$ cat src/hw/rtl/ifr_pkg.sv
// shared types, constants and register codes of the information frame receiver
package ifr_pkg;

   localparam int MAX_RAW_BYTES = 1024;
   localparam int RAW_W = $clog2(MAX_RAW_BYTES);
   localparam int LEN_W = 11;
   localparam int HEADER_BYTES = 5;
   localparam int QUEUE_DEPTH = 4;
   localparam int QPTR_W = $clog2(QUEUE_DEPTH);

   localparam logic OP_RECEIVE = 1'b0;
   localparam logic OP_CLEAR = 1'b1;

   localparam logic [1:0] KIND_DATA = 2'd0;
   localparam logic [1:0] KIND_END = 2'd1;
   localparam logic [1:0] KIND_ABORT = 2'd2;

   localparam int CSR_IDX_W = 3;
   localparam logic [CSR_IDX_W-1:0] CSR_FLAG = 3'd0;
   localparam logic [CSR_IDX_W-1:0] CSR_ADDRESS = 3'd1;
   localparam logic [CSR_IDX_W-1:0] CSR_CTRL_ZERO = 3'd2;
   localparam logic [CSR_IDX_W-1:0] CSR_CTRL_ONE = 3'd3;
   localparam logic [CSR_IDX_W-1:0] CSR_ESCAPE = 3'd4;
   localparam logic [CSR_IDX_W-1:0] CSR_MASK = 3'd5;

   typedef struct packed {
      logic       operation;
      logic [7:0] rx_byte;
   } req_type;

   typedef struct packed {
      logic [1:0]       result_kind;
      logic [7:0]       payload_byte;
      logic             frame_good;
      logic             sequence_number;
      logic [LEN_W-1:0] payload_length;
      logic [LEN_W-1:0] received_bytes;
   } rsp_type;

   // classified item handed from front to back
   typedef struct packed {
      logic       clear;
      logic       eq_flag;
      logic       eq_addr;
      logic       eq_ctrl_zero;
      logic       eq_ctrl_one;
      logic       eq_hdr_zero;
      logic       eq_hdr_one;
      logic       eq_escape;
      logic [7:0] rx_byte;
   } cls_type;

   typedef struct packed {
      logic push;
   } qin_type;

   typedef struct packed {
      logic pop;
   } qout_type;

endpackage

$ cat src/hw/rtl/info_frame_receiver.sv
// top level of the information frame receiver: front, queue and back
//
//   channel   direction   handshake           payload
//   req       in          req_valid/stall     req_item (operation, rx_byte)
//   rsp       out         rsp_valid/stall     rsp_item (result fields)
//   csr       in          csr_write           csr_index, csr_wdata
//
// one item per cycle while the queue has room; the back handles one queued item a cycle
// while no held result is stalled; items pass the queue and then the result register
// reset is synchronous and restores the default registers and the hunting state
// rsp_stall holds the result register; the four-entry queue absorbs items until full
module info_frame_receiver (
   input  logic                          clock,
   input  logic                          reset,
   input  logic                          req_valid,
   output logic                          req_stall,
   input  ifr_pkg::req_type              req_item,
   output logic                          rsp_valid,
   input  logic                          rsp_stall,
   output ifr_pkg::rsp_type              rsp_item,
   input  logic                          csr_write,
   input  logic [ifr_pkg::CSR_IDX_W-1:0] csr_index,
   input  logic [7:0]                    csr_wdata
);
   import ifr_pkg::*;

   cls_type    push_item, pop_item;
   logic       queue_full, queue_push, not_empty, item_pop;
   logic [7:0] escape_mask;
   qin_type    qin_ctl;
   qout_type   qout_ctl;

   assign qin_ctl.push = queue_push;
   assign qout_ctl.pop = item_pop;

   ifr_front u_front (
      .clock       (clock),
      .reset       (reset),
      .req_valid   (req_valid),
      .req_stall   (req_stall),
      .req_item    (req_item),
      .csr_write   (csr_write),
      .csr_index   (csr_index),
      .csr_wdata   (csr_wdata),
      .queue_full  (queue_full),
      .queue_push  (queue_push),
      .queue_item  (push_item),
      .escape_mask (escape_mask)
   );

   ifr_queue u_queue (
      .clock     (clock),
      .reset     (reset),
      .qin_ctl   (qin_ctl),
      .full      (queue_full),
      .push_item (push_item),
      .qout_ctl  (qout_ctl),
      .not_empty (not_empty),
      .pop_item  (pop_item)
   );

   ifr_back u_back (
      .clock       (clock),
      .reset       (reset),
      .item_valid  (not_empty),
      .item        (pop_item),
      .item_pop    (item_pop),
      .escape_mask (escape_mask),
      .rsp_valid   (rsp_valid),
      .rsp_stall   (rsp_stall),
      .rsp_item    (rsp_item)
   );

endmodule

$ cat src/hw/rtl/ifr_front.sv
// front end: configuration registers, item acceptance and byte classification
module ifr_front (
   input  logic                              clock,
   input  logic                              reset,
   input  logic                              req_valid,
   output logic                              req_stall,
   input  ifr_pkg::req_type                  req_item,
   input  logic                              csr_write,
   input  logic [ifr_pkg::CSR_IDX_W-1:0]     csr_index,
   input  logic [7:0]                        csr_wdata,
   input  logic                              queue_full,
   output logic                              queue_push,
   output ifr_pkg::cls_type                  queue_item,
   output logic [7:0]                        escape_mask
);
   import ifr_pkg::*;

   logic [7:0] flag_ff, addr_ff, ctrl0_ff, ctrl1_ff, esc_ff, mask_ff;

   always_ff @(posedge clock) begin
      if (reset) begin
         flag_ff  <= 8'h7E;
         addr_ff  <= 8'h03;
         ctrl0_ff <= 8'h00;
         ctrl1_ff <= 8'h40;
         esc_ff   <= 8'h7D;
         mask_ff  <= 8'h20;
      end else if (csr_write) begin
         case (csr_index)
            CSR_FLAG:      flag_ff  <= csr_wdata;
            CSR_ADDRESS:   addr_ff  <= csr_wdata;
            CSR_CTRL_ZERO: ctrl0_ff <= csr_wdata;
            CSR_CTRL_ONE:  ctrl1_ff <= csr_wdata;
            CSR_ESCAPE:    esc_ff   <= csr_wdata;
            CSR_MASK:      mask_ff  <= csr_wdata;
            default: begin
            end
         endcase
      end
   end

   assign req_stall = queue_full;
   assign queue_push = req_valid && !queue_full;
   assign escape_mask = mask_ff;

   always_comb begin
      queue_item.clear        = (req_item.operation == OP_CLEAR);
      queue_item.eq_flag      = (req_item.rx_byte == flag_ff);
      queue_item.eq_addr      = (req_item.rx_byte == addr_ff);
      queue_item.eq_ctrl_zero = (req_item.rx_byte == ctrl0_ff);
      queue_item.eq_ctrl_one  = (req_item.rx_byte == ctrl1_ff);
      queue_item.eq_hdr_zero  = (req_item.rx_byte == (addr_ff ^ ctrl0_ff));
      queue_item.eq_hdr_one   = (req_item.rx_byte == (addr_ff ^ ctrl1_ff));
      queue_item.eq_escape    = (req_item.rx_byte == esc_ff);
      queue_item.rx_byte      = req_item.rx_byte;
   end

endmodule

$ cat src/hw/rtl/ifr_queue.sv
// short queue of classified items between front and back
module ifr_queue (
   input  logic              clock,
   input  logic              reset,
   input  ifr_pkg::qin_type  qin_ctl,
   output logic              full,
   input  ifr_pkg::cls_type  push_item,
   input  ifr_pkg::qout_type qout_ctl,
   output logic              not_empty,
   output ifr_pkg::cls_type  pop_item
);
   import ifr_pkg::*;

   localparam logic [QPTR_W:0] DEPTH_COUNT = (QPTR_W + 1)'(QUEUE_DEPTH);

   cls_type         entry_ff [QUEUE_DEPTH];
   logic [QPTR_W-1:0] wptr_ff, wptr_in, rptr_ff, rptr_in;
   logic [QPTR_W:0]   count_ff, count_in;
   logic              do_push, do_pop;

   assign full = (count_ff == DEPTH_COUNT);
   assign not_empty = (count_ff != '0);
   assign do_push = qin_ctl.push && !full;
   assign do_pop = qout_ctl.pop && not_empty;
   assign pop_item = entry_ff[rptr_ff];

   always_comb begin
      wptr_in = do_push ? wptr_ff + 1'b1 : wptr_ff;
      rptr_in = do_pop ? rptr_ff + 1'b1 : rptr_ff;
      count_in = count_ff;
      if (do_push && !do_pop) count_in = count_ff + 1'b1;
      else if (do_pop && !do_push) count_in = count_ff - 1'b1;
   end

   always_ff @(posedge clock) begin
      if (reset) begin
         wptr_ff  <= '0;
         rptr_ff  <= '0;
         count_ff <= '0;
      end else begin
         wptr_ff  <= wptr_in;
         rptr_ff  <= rptr_in;
         count_ff <= count_in;
      end
   end

   always_ff @(posedge clock) begin
      if (do_push) entry_ff[wptr_ff] <= push_item;
   end

endmodule

$ cat src/hw/rtl/ifr_back.sv
// back end: frame state machine, destuffing, check byte and result register
module ifr_back (
   input  logic              clock,
   input  logic              reset,
   input  logic              item_valid,
   input  ifr_pkg::cls_type  item,
   output logic              item_pop,
   input  logic [7:0]        escape_mask,
   output logic              rsp_valid,
   input  logic              rsp_stall,
   output ifr_pkg::rsp_type  rsp_item
);
   import ifr_pkg::*;

   localparam logic [2:0] PH_HUNT = 3'd0;
   localparam logic [2:0] PH_FLAG = 3'd1;
   localparam logic [2:0] PH_ADDR = 3'd2;
   localparam logic [2:0] PH_CTRL = 3'd3;
   localparam logic [2:0] PH_DATA = 3'd4;
   localparam logic [2:0] PH_DONE = 3'd5;

   localparam logic [RAW_W:0] RAW_LIMIT = (RAW_W + 1)'(MAX_RAW_BYTES);

   logic [2:0]       phase_ff, phase_in;
   logic             seq_ff, seq_in;
   logic [RAW_W-1:0] raw_ff, raw_in, data_ff, data_in;
   logic [7:0]       held_ff, held_in, xor_ff, xor_in;
   logic             held_valid_ff, held_valid_in, esc_ff, esc_in;
   logic             rsp_valid_ff, rsp_valid_in;
   rsp_type          rsp_ff, rsp_in;

   logic             emit, good, deliver;
   rsp_type          result;
   logic [RAW_W:0]   raw_next;
   logic [7:0]       dbyte;
   logic [31:0]      len_wide, rx_wide;

   assign item_pop = item_valid && (!rsp_valid_ff || !rsp_stall);
   assign rsp_valid = rsp_valid_ff;
   assign rsp_item = rsp_ff;

   always_comb begin
      phase_in = phase_ff;
      seq_in = seq_ff;
      raw_in = raw_ff;
      data_in = data_ff;
      held_in = held_ff;
      held_valid_in = held_valid_ff;
      esc_in = esc_ff;
      xor_in = xor_ff;
      emit = 1'b0;
      result = '0;
      deliver = 1'b0;
      dbyte = item.rx_byte;
      good = held_valid_ff && !esc_ff && (held_ff == xor_ff);
      raw_next = {1'b0, raw_ff} + 1'b1;
      len_wide = 32'(data_ff);
      rx_wide = 32'(raw_ff) + 32'(HEADER_BYTES);
      if (item.clear) begin
         phase_in = PH_HUNT;
         seq_in = 1'b0;
         raw_in = '0;
         data_in = '0;
         held_in = '0;
         held_valid_in = 1'b0;
         esc_in = 1'b0;
         xor_in = '0;
      end else begin
         case (phase_ff)
            PH_HUNT: begin
               if (item.eq_flag) phase_in = PH_FLAG;
            end
            PH_FLAG: begin
               if (item.eq_addr) phase_in = PH_ADDR;
               else if (!item.eq_flag) phase_in = PH_HUNT;
            end
            PH_ADDR: begin
               if (item.eq_ctrl_zero) begin
                  seq_in = 1'b0;
                  phase_in = PH_CTRL;
               end else if (item.eq_ctrl_one) begin
                  seq_in = 1'b1;
                  phase_in = PH_CTRL;
               end else if (item.eq_flag) begin
                  phase_in = PH_FLAG;
               end else begin
                  phase_in = PH_HUNT;
               end
            end
            PH_CTRL: begin
               if (seq_ff ? item.eq_hdr_one : item.eq_hdr_zero) begin
                  phase_in = PH_DATA;
                  raw_in = '0;
                  data_in = '0;
                  held_in = '0;
                  held_valid_in = 1'b0;
                  esc_in = 1'b0;
                  xor_in = '0;
               end else if (item.eq_flag) begin
                  phase_in = PH_FLAG;
               end else begin
                  phase_in = PH_HUNT;
               end
            end
            PH_DATA: begin
               if (item.eq_flag) begin
                  emit = 1'b1;
                  result.result_kind = KIND_END;
                  result.frame_good = good;
                  result.sequence_number = seq_ff;
                  result.payload_length = len_wide[LEN_W-1:0];
                  result.received_bytes = good ? rx_wide[LEN_W-1:0] : '0;
                  phase_in = PH_DONE;
               end else if (raw_next >= RAW_LIMIT) begin
                  emit = 1'b1;
                  result.result_kind = KIND_ABORT;
                  result.sequence_number = seq_ff;
                  phase_in = PH_HUNT;
                  seq_in = 1'b0;
                  raw_in = '0;
                  data_in = '0;
                  held_in = '0;
                  held_valid_in = 1'b0;
                  esc_in = 1'b0;
                  xor_in = '0;
               end else begin
                  raw_in = raw_next[RAW_W-1:0];
                  if (esc_ff) begin
                     dbyte = item.rx_byte ^ escape_mask;
                     esc_in = 1'b0;
                     deliver = 1'b1;
                  end else if (item.eq_escape) begin
                     esc_in = 1'b1;
                  end else begin
                     deliver = 1'b1;
                  end
                  if (deliver) begin
                     if (held_valid_ff) begin
                        emit = 1'b1;
                        result.result_kind = KIND_DATA;
                        result.payload_byte = held_ff;
                        xor_in = xor_ff ^ held_ff;
                        data_in = data_ff + 1'b1;
                     end
                     held_in = dbyte;
                     held_valid_in = 1'b1;
                  end
               end
            end
            default: begin
            end
         endcase
      end
   end

   always_comb begin
      rsp_valid_in = rsp_valid_ff;
      rsp_in = rsp_ff;
      if (item_pop && emit) begin
         rsp_valid_in = 1'b1;
         rsp_in = result;
      end else if (!rsp_stall) begin
         rsp_valid_in = 1'b0;
      end
   end

   always_ff @(posedge clock) begin
      if (reset) begin
         phase_ff <= PH_HUNT;
         seq_ff <= 1'b0;
         raw_ff <= '0;
         data_ff <= '0;
         held_ff <= '0;
         held_valid_ff <= 1'b0;
         esc_ff <= 1'b0;
         xor_ff <= '0;
         rsp_valid_ff <= 1'b0;
      end else begin
         if (item_pop) begin
            phase_ff <= phase_in;
            seq_ff <= seq_in;
            raw_ff <= raw_in;
            data_ff <= data_in;
            held_ff <= held_in;
            held_valid_ff <= held_valid_in;
            esc_ff <= esc_in;
            xor_ff <= xor_in;
         end
         rsp_valid_ff <= rsp_valid_in;
      end
   end

   always_ff @(posedge clock) begin
      rsp_ff <= rsp_in;
   end

endmodule

$ cat config.mk
export PLATFORM = sky130hd
export DESIGN_NAME = info_frame_receiver
export DESIGN_NICKNAME = d
export VERILOG_FILES = /design/src/hw/rtl/ifr_pkg.sv /design/src/hw/rtl/info_frame_receiver.sv /design/src/hw/rtl/ifr_front.sv /design/src/hw/rtl/ifr_queue.sv /design/src/hw/rtl/ifr_back.sv
export SDC_FILE = /design/constraint.sdc
export NUM_CORES = 1
export LEC_CHECK = 0
export ABC_AREA = 0
export BUFFER_PORTS_ARGS = -buffer_cell sky130_fd_sc_hd__buf_2
export CAP_MARGIN = 20
export CELL_PAD_IN_SITES_DETAIL_PLACEMENT = 0
export CELL_PAD_IN_SITES_GLOBAL_PLACEMENT = 1
export CORE_UTILIZATION = 49
export DETAILED_ROUTE_END_ITERATION = 8
export GPL_TIMING_DRIVEN = 0
export PLACE_DENSITY_LB_ADDON = 0.1
export REMOVE_ABC_BUFFERS = 1
export SYNTH_ARGS = -nofsm -noshare
export SYNTH_HDL_FRONTEND = slang
export SYNTH_HIERARCHICAL = 1
export SYNTH_SLANG_ARGS = --single-unit
$ cat constraint.sdc
create_clock -name clock -period 3.1 [get_ports clock]
set_input_delay 0.31 -clock clock [delete_from_list [all_inputs] [get_ports clock]]
set_output_delay 0.31 -clock clock [all_outputs]
set_load 0.01 [all_outputs]
# Yosys cells after proc, flatten, opt, wreduce, memory -nomap -nowiden

Memories as Yosys holds them, arrays and structs flattened. A register that Yosys moved wholly into a read port is not among the register bits.
Cells that the tools add are included.

Output and inout port bits: 36
Memories kept: 1
Register bits after elaboration: 132
RAM bits: 64

Memories:

| name             | depth | width | read ports | clocked after Yosys merged registers in | wr ports | RTL line        | RTL |
|---|---|---|---|---|---|---|---|
| u_queue.entry_ff | 4     | 16    | 1          | 1                                       | 1        | ifr_queue.sv:16 | `cls_type entry_ff [QUEUE_DEPTH];` |

Add/subtract/negate cells: 7
Reduce and logical (&&, ||, !) cells: 39
Multiplexer cells: 78
Equal/unequal tests: 28
Bitwise operators: 9
Magnitude comparators: 1

Operators with widths:

| cell                    | count |
|---|---|
| $mux W10                | 9 |
| $mux W8                 | 11 |
| $eq A8 B8 Y1            | 8 |
| $pmux W10 S2            | 2 |
| $mux W1                 | 36 |
| $mux W3                 | 11 |
| $pmux W8 S2             | 2 |
| $xor A8 B8 Y8           | 4 |
| $pmux W3 S5             | 1 |
| $reduce_and A5 Y1       | 3 |
| $eq A3 B2 Y1 const B    | 4 |
| $eq A3 B3 Y1 const B    | 4 |
| $ne A4 B2 Y1 const B    | 3 |
| $reduce_and A2 Y1       | 6 |
| $add A10 B1 Y11 const B | 1 |
| $add A10 B3 Y11 const B | 1 |
| $ge A11 B11 Y1 const B  | 1 |
| $add A10 B1 Y10 const B | 1 |
| $logic_and A1 B1 Y1     | 9 |
| $ne A3 B2 Y1 const B    | 3 |
| $reduce_bool A3 Y1      | 3 |
| $ne A4 B4 Y1 const B    | 2 |
| $eq A3 B1 Y1 const B    | 2 |
| $logic_not A1 Y1        | 6 |
| other kinds (18)        | 29 |

# Longest topological paths before layout

Word-level depth: 13
Mapped depth: 11
Gate-level depth less buffers: 10

# Hierarchy

Netlist, hierarchy kept.

By module, submodules not included:

| module    | cells each | instances | area an instance (µm²) |
|---|---|---|---|
| ifr_back  | 374        | 1         | 3,722.3 |
| ifr_queue | 132        | 1         | 2,795.2 |
| ifr_front | 277        | 1         | 2,687.6 |

# Worst setup path before layout

Ideal clock, no wire load.

Path kind: register to register
From: register (tool-made name)
To: register u_back.held_ff[0]
Path buffers: 4
Data arrival time: 2.710 ns
Data required time: 3.030 ns
Library setup time: 0.070 ns
Path slack: 0.320 ns
Cell stages (with the launch flop): 11
Cells stage by stage: dfxtp_1 buf_6 buf_12 mux4_2 clkbuf_1 nor4b_2 a311o_1 nand2_1 or4_4 buf_6 o2bb2ai_1

RTL lines:

| element              | RTL line        | RTL |
|---|---|---|
| to (signal assigned) | ifr_back.sv:184 | `held_ff <= held_in;` |
| to (decl)            | ifr_back.sv:27  | `logic [7:0] held_ff, held_in, xor_ff, xor_in;` |

==> metrics.txt <==
vias in the first global route=about 5,700; Slew headroom=40.2%; num ports=61; initial antenna violation count=0; Overflow after GRT=0; wire per inst=approximately 18 um; Final setup viols=0; Hold Worst Slack=around 0.11 ns; clk root buf=clkbuf_16; fin crit share=between 90% and 100%; Layout area overhead=10.5%; sequential element share of the synthesized area=53.4%; CP max FO=13; CTS Buf Count=17; fmax=347 MHz; Worst Tran Pin Value=0.896 ns; fill count=approximately 1,600; vias per cell=5.52; Port Buffer Count=59; commonest non-fill, non-tap cell in the layout=dfxtp_1; Skew-Pair Late Insertion Delay=0.43 ns; Post-synth EDFFs=slightly below 100; gr usage total=20.2%; H-tree levels=4; R2R Path End=u_back/held_ff[5]; die area=0.0193 sq mm; Final ANT Viol Nets=0; total power=6.44 mW; asr flop ratio synth=0%; leakage power=between 3 and 4 nW; Setup TNS=0 ns; Antenna Diode Count=0; reg2reg setup slack=between 0.2 and 0.25 ns; Yosys cell types=72; gpl congestion=0.797; Final Hold Fails=0; hold endpoint=u_queue/entry_ff[2][15]; DRT Pass-1 Iters=7; clk buf depth=2; Post-Route Skew=0.00964 ns; final instance area=0.0102 sq mm; final slew viol count=0; share of layout cells above drive strength 1=18.1%; initial detailed-routing violation count=around 380; yosys synthesis warning count=6; worst reg2reg path depth=7; Yosys reg bits=roughly 200; DR vias=approximately 5,800; met3 WL=522 um; Placed Cells=1,017; routed wl met2=9.71 mm; min Tclk post-route=2.88 ns; Setup CP Type=register to register; CP required=3.45 ns; critical path startpoint category=register; Starting Density=50.6%; max-cap violation count=0; Post-DP HPWL=12.7 mm; # rows=49; clk sinks=roughly 200; core box area=0.0182 sq mm; pwr dens=between 600 and 700 mW/mm^2; Final Instance Count excl. Fillers=1,054; VDD IR max=0.390 mV; Top Layer Used=met4; dpl cell area=approximately 0.0095 sq mm; Main synth FF type=dfxtp_1; DR DRC count=12; hold_buf cts=0; Syn Area/Cell=11.8 sq um; final WL=18.5 mm; Hold Path Class=input port to register; Hold Path Stages=1; die height=139 um; most frequent cells in the layout=98 x dfxtp_1, 97 x edfxtp_1, 64 x nand2_1; RSZ-0062 raised after global routing=false; met1 WL=8.10 mm; Data arrival, critical path=around 3.2 ns; CP Capture Type=register; Worst Hold Launch=req_item[8]; status=finished, violations left; CTS tree=built; chip width=139 um; cell count after synthesis=slightly below 800; pin count of the biggest net entering global routing=47; NumNets Final=845; Clock transition at path regs=0.07 ns; first-pass GRT wire length=about 30 mm; synthesized cell area=0.00921 sq mm; failing checks=DRC
layer usage:
metal / GRT usage [%] / up-vias
met3: 2.87 / 18
met1: 25.3 / 2858
li1: - / 2847
met2: 36.2 / 98
met4: 5.96 / 0
met5: 0 / -
repair_timing:
| action | in CTS | in global routing |
|---|---|---|
| gates cloned | 0 | 0 |
| buffers inserted | 1 | 4 |
| setup endpoints to repair | 73 | 57 |
| pin swaps | 1 | 1 |
| gates resized for setup | 10 | 3 |
power breakdown:
part / switching (mW) / internal (mW) / total (mW) / leakage [nW]
clock: 0.998 / 1.13 / 2.13 / 0.270
combinational: 0.722 / 0.550 / 1.27 / 1.41
sequential: 0.145 / 2.90 / 3.04 / 1.64
synthesized netlist by cell type, types with 12 or more instances:
cell type / n / area share [%]
and2_1: 23 / 1.6
inv_1: 13 / 0.53
xnor3_1: 12 / 2.9
a211o_1: 14 / 1.3
mux2i_1: 24 / 2.6
a21oi_1: 52 / 2.8
xor2_1: 18 / 1.7
xnor2_1: 58 / 5.5
edfxtp_1: 97 / 32
nand4_1: 20 / 1.4
mux4_2: 16 / 3.9
o21ai_0: 19 / 1.0
clkbuf_1: 27 / 1.1
buf_4: 13 / 1.1
nand2_1: 65 / 2.7
nor2b_1: 18 / 1.2
nor2_1: 61 / 2.5
dfxtp_1: 100 / 22
critical path, cell delays in order (launching register included):
cell and delay, ns:
dfxtp_4 0.40, buf_16 0.17, mux4_2 0.63, nor4b_2 0.33, a311o_2 0.30, nand2_2 0.20
or4_4 0.58, o2bb2ai_1 0.19
sequential cells by signal, indices dropped and copies added, names as in the netlist, 8 cells and up, named ones only:
name / cells
u_back/data_ff: 10
u_back/held_ff: 8
u_back/raw_ff: 10
u_back/rsp_item: 33
u_back/xor_ff: 8
u_front/addr_ff: 8
u_front/ctrl0_ff: 8
u_front/ctrl1_ff: 8
u_front/esc_ff: 8
u_front/escape_mask: 8
u_front/flag_ff: 8
u_queue/entry_ff: 64
cell families (layout without fill, tap and decap cells):
kind of cell	after synthesis	after routing	synth area share, %
AO/OA/AOI/OAI	113	113	8.28
XOR/XNOR	89	89	10.3
adder cells (fa/ha/maj)	8	8	1.17
buffers and inverters	72	114	4.55
flip-flops	197	197	53.4
multiplexers	42	42	6.77
other	1	1	0.0407
AND/OR/NAND/NOR	261	261	15.5
cell type report:
type                       instances  area [sq um]  share of cell area, %
tap                              229           287                   2.82
multi-input combinational        514          3920                   38.5
clock buffer                      17           425                   4.18
sequential                       197          4920                   48.4
timing repair buffer              68           415                   4.08
clock inverter                    15           149                   1.46
inverter                          14          56.3                  0.554
metrics by stage:
stage	util (%)	setup slack (ns)
3_5_place_dp	52.3	-0.919
5_1_grt	55.9	0.0158
4_1_cts	55.6	-0.0411
3_3_place_gp	51.7	-1.30
6_report	55.9	0.218
2_1_floorplan	-	-0.255
worst max-delay path by stage:
stage,end,slack (ns),cells after the start
after floorplan,u_back/rsp_item[10],-0.25,6
after global placement,u_back/rsp_item[10],-1.30,6
after detailed placement,u_back/rsp_item[10],-0.92,6
after CTS,u_back/rsp_item[10],-0.04,7
after global routing,u_back/held_ff[5],0.02,7
final,u_back/held_ff[5],0.22,7
No activity file was read; power rests on OpenSTA's default activity.
